### src/hdl/nrsr_pkg.sv
// ----------------------------------------------------------------------------
// nrsr_pkg
// shared types and constants of the newton-raphson square root unit
// ----------------------------------------------------------------------------
`default_nettype none

package nrsr_pkg;

    // estimate width, product and numerator width
    localparam int XW     = 32;
    localparam int NUM_W  = 2 * XW;
    localparam int RAD_W  = 32;
    localparam int ROOT_W = 24;
    localparam int ST_W   = 2;
    localparam int ITER_W = 6;
    localparam int TOL_W  = 16;
    localparam int CFG_W  = 16;
    localparam int CNT_W  = $clog2(XW);

    localparam logic [ROOT_W-1:0] ROOT_MAX = {ROOT_W{1'b1}};

    // status codes
    localparam logic [ST_W-1:0] ST_CONVERGED = 2'd0;
    localparam logic [ST_W-1:0] ST_NEGATIVE  = 2'd1;
    localparam logic [ST_W-1:0] ST_LIMIT     = 2'd2;

    // configuration register indexes
    localparam logic REG_TOLERANCE = 1'b0;
    localparam logic REG_ITER_LIMIT = 1'b1;

    localparam logic [TOL_W-1:0]  TOL_RESET   = 16'd7;
    localparam logic [ITER_W-1:0] LIMIT_RESET = 6'd32;

    typedef enum logic [2:0] {
        S_IDLE,
        S_MUL,
        S_ADD,
        S_DIV,
        S_CHECK,
        S_OUT
    } state_t;

endpackage

`default_nettype wire

### src/hdl/newton_raphson_square_root_unit.sv
// ----------------------------------------------------------------------------
// newton_raphson_square_root_unit
// fixed-point square root by newton iteration on one shared multiply/divide
// ----------------------------------------------------------------------------
// usage:
//   s_tdata carries a signed fixed-point radicand; m_tdata returns the
//   unsigned root, a status code and the iteration count. one item at a
//   time: s_tready is high only while the unit is idle.
//   each newton step runs x' = (x*x + a<<FRAC_BITS) / (2x) on one 32x32
//   multiplier, one wide add and a restoring divider that makes one
//   quotient bit per cycle, then a compare step. a negative or zero
//   radicand gives its result in the cycle after accept.
//   the iteration stops when successive estimates differ by less than the
//   tolerance register, or when the iteration limit is reached.
//   the result is held in an output register until m_tready; the next
//   item is accepted after the result is taken.
//   reset returns to idle and loads tolerance 7 and iteration limit 32.
//   configuration writes are taken any cycle through cfg_wr_en.
// ----------------------------------------------------------------------------
`default_nettype none

module newton_raphson_square_root_unit #(
    parameter int FRAC_BITS = 16
) (
    input  wire                          clk,
    input  wire                          rst_n,
    // configuration write port
    input  wire                          cfg_wr_en,
    input  wire                          cfg_index,
    input  wire  [nrsr_pkg::CFG_W-1:0]   cfg_data,
    // input stream
    input  wire                          s_tvalid,
    output logic                         s_tready,
    input  wire  [nrsr_pkg::RAD_W-1:0]   s_tdata,   // [31:0] radicand
    // output stream
    output logic                         m_tvalid,
    input  wire                          m_tready,
    output logic [31:0]                  m_tdata    // [23:0] root, [25:24] status,
                                                    // [31:26] iterations_used
);

    import nrsr_pkg::*;

    state_t state_reg, state_next;

    logic [TOL_W-1:0]  tol_reg;
    logic [ITER_W-1:0] lim_reg;

    logic [RAD_W-2:0]  raw_reg, raw_next;
    logic [XW-1:0]     x_reg, x_next;
    logic [NUM_W-1:0]  prod_reg, prod_next;
    logic [XW:0]       den_reg, den_next;
    logic [XW:0]       rem_reg, rem_next;
    logic [XW-1:0]     quo_reg, quo_next;
    logic [CNT_W-1:0]  cnt_reg, cnt_next;
    logic [ITER_W-1:0] used_reg, used_next;
    logic [ROOT_W-1:0] root_reg, root_next;
    logic [ST_W-1:0]   status_reg, status_next;

    logic              in_fire;
    logic [NUM_W-1:0]  num;
    logic [XW+1:0]     trial;
    logic              trial_ge;
    logic [XW-1:0]     diff;
    logic [ITER_W-1:0] used_inc;
    logic [ITER_W-1:0] lim_eff;
    logic              converged;
    logic              at_limit;

    assign in_fire = s_tvalid && s_tready;

    // numerator and one restoring divide step
    assign num      = prod_reg + ({{(NUM_W-RAD_W+1){1'b0}}, raw_reg} << FRAC_BITS);
    assign trial    = {rem_reg, quo_reg[XW-1]} - {1'b0, den_reg};
    assign trial_ge = !trial[XW+1];

    assign diff      = (quo_reg >= x_reg) ? (quo_reg - x_reg) : (x_reg - quo_reg);
    assign used_inc  = used_reg + 1'b1;
    assign lim_eff   = (lim_reg == '0) ? {{(ITER_W-1){1'b0}}, 1'b1} : lim_reg;
    assign converged = diff < {{(XW-TOL_W){1'b0}}, tol_reg};
    assign at_limit  = used_inc >= lim_eff;

    // next state
    always_comb
    begin
        state_next = state_reg;
        case (state_reg)
            S_IDLE:
            begin
                if (in_fire)
                begin
                    if (s_tdata[RAD_W-1] || s_tdata == '0)
                        state_next = S_OUT;
                    else
                        state_next = S_MUL;
                end
            end
            S_MUL:   state_next = S_ADD;
            S_ADD:   state_next = S_DIV;
            S_DIV:
            begin
                if (cnt_reg == CNT_W'(XW - 1))
                    state_next = S_CHECK;
            end
            S_CHECK:
            begin
                if (converged || at_limit)
                    state_next = S_OUT;
                else
                    state_next = S_MUL;
            end
            S_OUT:
            begin
                if (m_tready)
                    state_next = S_IDLE;
            end
            default: state_next = S_IDLE;
        endcase
    end

    // handshake outputs
    always_comb
    begin
        s_tready = 1'b0;
        m_tvalid = 1'b0;
        case (state_reg)
            S_IDLE:  s_tready = 1'b1;
            S_OUT:   m_tvalid = 1'b1;
            default:
            begin
                s_tready = 1'b0;
                m_tvalid = 1'b0;
            end
        endcase
    end

    assign m_tdata = {used_reg, status_reg, root_reg};

    // datapath
    always_comb
    begin
        raw_next    = raw_reg;
        x_next      = x_reg;
        prod_next   = prod_reg;
        den_next    = den_reg;
        rem_next    = rem_reg;
        quo_next    = quo_reg;
        cnt_next    = cnt_reg;
        used_next   = used_reg;
        root_next   = root_reg;
        status_next = status_reg;
        case (state_reg)
            S_IDLE:
            begin
                if (in_fire)
                begin
                    raw_next  = s_tdata[RAD_W-2:0];
                    x_next    = XW'(s_tdata[RAD_W-2:0]);
                    used_next = '0;
                    root_next = '0;
                    if (s_tdata[RAD_W-1])
                        status_next = ST_NEGATIVE;
                    else
                        status_next = ST_CONVERGED;
                end
            end
            S_MUL:
            begin
                prod_next = x_reg * x_reg;
                den_next  = {x_reg, 1'b0};
            end
            S_ADD:
            begin
                // upper half is below the divisor, so the quotient fits xw bits
                rem_next = {1'b0, num[NUM_W-1:XW]};
                quo_next = num[XW-1:0];
                cnt_next = '0;
            end
            S_DIV:
            begin
                rem_next = trial_ge ? trial[XW:0] : {rem_reg[XW-1:0], quo_reg[XW-1]};
                quo_next = {quo_reg[XW-2:0], trial_ge};
                cnt_next = cnt_reg + 1'b1;
            end
            S_CHECK:
            begin
                used_next = used_inc;
                x_next    = quo_reg;
                if (converged || at_limit)
                begin
                    status_next = converged ? ST_CONVERGED : ST_LIMIT;
                    root_next   = (|quo_reg[XW-1:ROOT_W]) ? ROOT_MAX : quo_reg[ROOT_W-1:0];
                end
            end
            default:
            begin
            end
        endcase
    end

    always_ff @(posedge clk or negedge rst_n)
    begin
        if (!rst_n)
        begin
            state_reg <= S_IDLE;
            tol_reg   <= TOL_RESET;
            lim_reg   <= LIMIT_RESET;
            cnt_reg   <= '0;
            used_reg  <= '0;
        end
        else
        begin
            state_reg <= state_next;
            cnt_reg   <= cnt_next;
            used_reg  <= used_next;
            if (cfg_wr_en)
            begin
                case (cfg_index)
                    REG_TOLERANCE:  tol_reg <= cfg_data;
                    REG_ITER_LIMIT: lim_reg <= cfg_data[ITER_W-1:0];
                    default:
                    begin
                    end
                endcase
            end
        end
    end

    always_ff @(posedge clk)
    begin
        raw_reg    <= raw_next;
        x_reg      <= x_next;
        prod_reg   <= prod_next;
        den_reg    <= den_next;
        rem_reg    <= rem_next;
        quo_reg    <= quo_next;
        root_reg   <= root_next;
        status_reg <= status_next;
    end

    // the two sides never both open at once
    a_one_side: assert property (@(posedge clk) disable iff (!rst_n)
        !(s_tready && m_tvalid))
        else $error("input ready while a result is pending");

    // divider partial remainder stays below the divisor
    a_rem_bound: assert property (@(posedge clk) disable iff (!rst_n)
        (state_reg == S_DIV) |-> (rem_reg < den_reg))
        else $error("divider remainder out of range");

    // a negative radicand is answered on the next cycle
    a_negative: assert property (@(posedge clk) disable iff (!rst_n)
        (in_fire && s_tdata[RAD_W-1]) |=>
            (m_tvalid && m_tdata[ROOT_W+ST_W-1:ROOT_W] == ST_NEGATIVE))
        else $error("negative radicand not reported");

    // a limit result always has run at least one iteration
    a_limit_used: assert property (@(posedge clk) disable iff (!rst_n)
        (m_tvalid && m_tdata[ROOT_W+ST_W-1:ROOT_W] == ST_LIMIT) |->
            (m_tdata[31:ROOT_W+ST_W] != '0))
        else $error("limit status with no iteration");

endmodule

`default_nettype wire
### config.mk
export PLATFORM = sky130hd
export DESIGN_NAME = newton_raphson_square_root_unit
export DESIGN_NICKNAME = d
export VERILOG_FILES = /design/src/hdl/nrsr_pkg.sv /design/src/hdl/newton_raphson_square_root_unit.sv
export SDC_FILE = /design/constraint.sdc
export NUM_CORES = 2
export LEC_CHECK = 0
export BUFFER_PORTS_ARGS = -buffer_cell sky130_fd_sc_hd__buf_4
export CAP_MARGIN = 5
export CORE_MARGIN = 1.5
export CORE_UTILIZATION = 60
export CTS_BUF_LIST = sky130_fd_sc_hd__clkbuf_16
export DETAILED_ROUTE_END_ITERATION = 10
export GPL_TIMING_DRIVEN = 0
export MAX_ROUTING_LAYER = met4
export PLACE_DENSITY = 0.8
export SLEW_MARGIN = 25
export SYNTH_ARGS = -nofsm -noshare
export SYNTH_HDL_FRONTEND = slang
export SYNTH_SLANG_ARGS = --single-unit
export TNS_END_PERCENT = 5
### constraint.sdc
create_clock -name clk -period 7.8 [get_ports clk]
set_clock_uncertainty 0.15 [all_clocks]
set_input_delay 0 -clock clk [delete_from_list [all_inputs] [get_ports clk]]
set_output_delay 0 -clock clk [all_outputs]
set_load 0.03 [all_outputs]
# [After elaboration in Yosys (flattened, before gate mapping)]
# Index checks and enable logic that the tools add are counted.
[classes] addsub=6 mul=1 magnitude_cmp=3 n_eq_ne=10 mux=27 bitwise_logic=1 reduce_logical=16
[op_table] cell="32-bit case mux with 2 select lines" count=2
[op_table] cell="24-bit two-way mux" count=3
[op_table] cell="33-bit case mux with 2 select lines" count=1
[op_table] cell="64-bit by 47-bit adder with 64-bit output" count=1
[op_table] cell="32-bit by 32-bit multiplier with 64-bit output" count=1
[op_table] cell="32-bit two-way mux" count=2
[op_table] cell="32-bit subtractor" count=2
[op_table] cell="24-bit case mux with 2 select lines" count=1
[op_table] cell="34-bit by 33-bit subtractor with 34-bit output" count=1
[op_table] cell="33-bit two-way mux" count=1
[op_table] cell="32-bit >= comparator" count=1
[op_table] cell="32-bit logical NOT" count=1
[op_table] cell="32-bit by 16-bit < comparator with 1-bit output" count=1
[op_table] cell="3-bit case mux with 6 select lines" count=1
[op_table] cell="3-bit two-way mux" count=5
[op_table] cell="6-bit two-way mux" count=2
[op_table] cell="6-bit case mux with 2 select lines" count=1
[op_table] cell="5-bit case mux with 2 select lines" count=1
[op_table] cell="2-bit != test (second input constant)" count=4
[op_table] cell="2-bit AND reduction" count=4
[op_table] cell="8-bit OR reduction" count=1
[op_table] cell="6-bit by 1-bit adder with 6-bit output (second input constant)" count=1
[op_table] cell="3-bit by 2-bit equality test with 1-bit output (second input constant)" count=2
[op_table] cell="3-bit equality test (second input constant)" count=2
[op_table] cell="other kinds (15)" count=22
[totals] register_bits=286 input_bits=54 out_inout_bits=34 wordCells=77

# [Logic depth before layout (Yosys ltp)]
[depth] depth_word=6 ltp_mapped=33 depth_no_buf=29

# [Worst setup path after synthesis]
# Ideal clock, no wire load.
[synth_timing] path_type="reg-to-reg" from="register x_reg[4]" to="register prod_reg[60], data pin" setup_ns=0.262 arrival_ns=8.028 t_required_ns=7.388 setup_slack_ns=-0.640 path_stages_with_launch=29 n_path_buf=3 period_less_slack_ns=8.440 cell_sequence="edfxtp_1 -> clkbuf_1 -> clkinv_1 -> clkbuf_1 -> nor2_1 -> fa_1 -> ha_1 -> a31o_2 -> fa_1 -> inv_1 -> fa_1 -> inv_1 -> fa_1 -> fa_1 -> fa_1 -> fa_1 -> ha_1 -> clkbuf_1 -> a21o_1 -> a211oi_1 -> o21a_1 -> o21ai_0 -> a41oi_1 -> o311ai_2 -> a2111oi_1 -> o31ai_1 -> a41oi_1 -> o21ai_1 -> xor2_1"
[synth_between] elab_chain_cells=1
[synth_rtl] item="start, declared" line="newton_raphson_square_root_unit.sv:50" source="logic [XW-1:0] x_reg, x_next;"
[synth_rtl] item="start signal, assigned" line="newton_raphson_square_root_unit.sv:232" source="x_reg <= x_next;"
[synth_rtl] item="32-bit by 32-bit multiplier with 64-bit output" line="newton_raphson_square_root_unit.sv:169" source="prod_next = x_reg * x_reg;"
[synth_rtl] item="end signal, assigned" line="newton_raphson_square_root_unit.sv:233" source="prod_reg <= prod_next;"
[synth_rtl] item="end, declared" line="newton_raphson_square_root_unit.sv:51" source="logic [NUM_W-1:0] prod_reg, prod_next;"
# Every way passes these cells.
# A chain may end at the register's enable or synchronous reset.

# [Final worst setup path]
[layout_timing] from="register x_reg[12]" to="register prod_reg[61], data pin"
# The elaborated chain is that of the path after synthesis.

==> impl_metrics.tcl <==
set metrics [dict create \
    hold_viol_final 0 \
    final_cells 6461 \
    startpoint "x_reg[12]" \
    layout_common_cells "inv_1 (1093), fa_1 (748), nand2_1 (497), ha_1 (412), nor2_1 (355)" \
    dr.pass1.iters 8 \
    synthAdderAreaFrac_pct 46.07 \
    timing.rr.start "x_reg[12]" \
    grt_antenna_before_repair 6 \
    root_buffer "clkbuf_16" \
    start_util_pct 60.47 \
    synth_simple_gate_area_share_pct 10.95 \
    viasPerCell 6.025 \
    die_y_um 282.0 \
    final_nets 6683 \
    pre_cts_slack_ns -2.484 \
    cts_max_path_buffers 3 \
    drc 0 \
    setup_tns_ns -7.907 \
    portBuffers 87 \
    tritoncts "yes" \
    avgSynthCellArea_um2 9.353 \
    die_area_um2 79500 \
    path_delay_family "adder cells" \
    final_layout_size_suffix_gt1_share_pct 14.44 \
    dieWidth_um 282.0 \
    cp_max_fo 8 \
    vias 38930 \
    cp-end-kind "flop" \
    rsz0062_at_grt "yes" \
    path_common_cell "fa_1" \
    crit_slowest_cell "fa_2" \
    setup_ws_ns -0.4794 \
    asyncSetResetFlopFracSynth_pct 12.68 \
    start_kind "flop" \
    first_global_vias 40960 \
    htree_levels 1 \
    synth_area_um2 46690 \
    area_growth_syn_to_layout_pct 17.53 \
    synth_top_family_by_area "adder cells" \
    crit_type "reg2reg" \
    worst_slew_margin_rel_pct 29.21 \
    overflow 0 \
    fp-row-count 102 \
    synth_compound_area_share_pct 10.21 \
    setup_violations 26 \
    tightestPinTransition_ns 1.059 \
    muxShareOfSynthArea_pct 0.5868 \
    synth_xor_area_share_pct 3.733 \
    status "complete, but fails checks" \
    post-place-cells 6126 \
    largest_reg_flops 63 \
    maxCapViolCount 0 \
    drtIter0Drc 4345 \
    place_hpwl_um 125300 \
    hold_class "in2reg" \
    grt_pass1_wl_um 249500 \
    fin_crit_sh_pct 106.1 \
    grt_max_degree 55 \
    final_antenna_net_count 0 \
    fmax_ghz 0.1208 \
    slew_violations 0 \
    seq_area_frac_synth_pct 17.89 \
    crit_required_ns 7.97 \
    holdWs_ns 0.04349 \
    yosysWarnings 0 \
    synthFlopType "edfxtp_1" \
    clk_latency_ns 0.58 \
    crit_buf_inv 7 \
    syn_inst 4992 \
    arrival_ns 8.45 \
    failed_checks "negative setup slack" \
    cts_buffers 27 \
    synth_enable_flop_cells 248 \
    wl_um 168400 \
    ios 88 \
    cts.sinks 284 \
    num-fill-cells 5587 \
    clkTransAtPathRegs_ns 0.06 \
    min-delay-start "s_tdata[20]" \
    grt_usage_pct 44.62 \
    coreArea_um2 77210 \
    ys_types 87 \
    slowest_delay_ns 0.66 \
    gp_congestion 1.032 \
    finalWorstPathRequiredPeriod_ns 8.279 \
    ys_ff_latch 284 \
    mostFrequentLayoutCell "inv_1" \
    wl_per_cell_um 26.07 \
]
cells in the mapped netlist (27+ instances only):
library cell	instances	area share [%]
inv_1	1114	9.0
fa_1	797	34
nand2_1	520	4.2
ha_1	444	12
nor2_1	413	3.3
edfxtp_1	248	16
a21oi_1	205	2.2
o21ai_0	174	1.9
clkbuf_1	122	0.98
xnor2_1	112	2.1
a21o_1	95	1.5
xor2_1	87	1.6
nand3_1	53	0.57
nor3_1	42	0.45
a211oi_1	38	0.61
o21a_1	36	0.58
dfrtp_1	32	1.7
buf_1	29	0.23
nand2b_1	29	0.39
a31oi_1	28	0.38
and3_1	27	0.36
o21bai_1	27	0.43
worst paths after layout:
check / to / depth (start not counted) / slack [ns]
max in group asynchronous: used_reg[5] / 4 / 6.94
min: raw_reg[20] / 2 / 0.04
min in group asynchronous: used_reg[1] / 4 / 0.35
max: prod_reg[61] / 28 / -0.48
min reg2reg: cnt_reg[4] / 1 / 0.36
max reg2reg: prod_reg[61] / 28 / -0.48
worst reg2reg max path: cells and delay by family, from the launching register on:
| kind | cells | cell delay, ns |
|---|---|---|
| fa+ha+maj | 9 | 4.45 |
| buf+inv | 7 | 0.91 |
| compound gates | 10 | 1.72 |
| simple gates | 1 | 0.14 |
| xor+xnor | 1 | 0.07 |
| flops | 1 | 0.59 |
final cells by class:
cell class | instances | area [um^2] | area share (%)
multi-input cells | 3408 | 34720 | 63.27
flip-flops and latches | 284 | 8353 | 15.22
inverters | 1123 | 4350 | 7.927
repair buffers | 375 | 3446 | 6.279
plain buffers | 169 | 1770 | 3.226
well taps | 1040 | 1301 | 2.371
clock buffers | 27 | 675.6 | 1.231
clock inverters | 23 | 231.5 | 0.4218
diodes | 12 | 30.03 | 0.05472
logic make-up after synthesis:
kind of cell,count (synthesis)
adders and majority gates,1241
DFF,284
and+or+nand+nor,1196
xor gates and xnor gates,199
muxes,26
buffers and inverters,1301
other,1
AOI/OAI and AO/OA,744
layer usage:
layer  track usage (%)  routed length [um]  vias to the layer above
met5                 -                   0                        -
met2             66.88               73700                     2509
met3             12.84               21410                      808
met1             53.22               59720                    19080
li1                  -                   -                    16530
met4             27.53               13590                        0
stage by stage:
| stage | area, um^2 | util [%] |
|---|---|---|
| after floorplan | 46780 | - |
| final | 54880 | 71.08 |
| after global placement | 48740 | 63.12 |
| after global routing | 54870 | 71.06 |
| after detailed placement | 48900 | 63.34 |
| after CTS | 54460 | 70.53 |
repair_timing:
item                                    4_1_cts  5_1_grt
gates cloned                                  1        0
hold buffers                                 84        0
hold endpoints to repair                    128        0
endpoints found under the setup margin       78       58
setup buffers                               186       11
pin swaps                                   139       47
gates resized for setup                     589       88
Power is not shown: default switching activity piles up to over one toggle a cycle in this logic, so the estimate is an artifact.
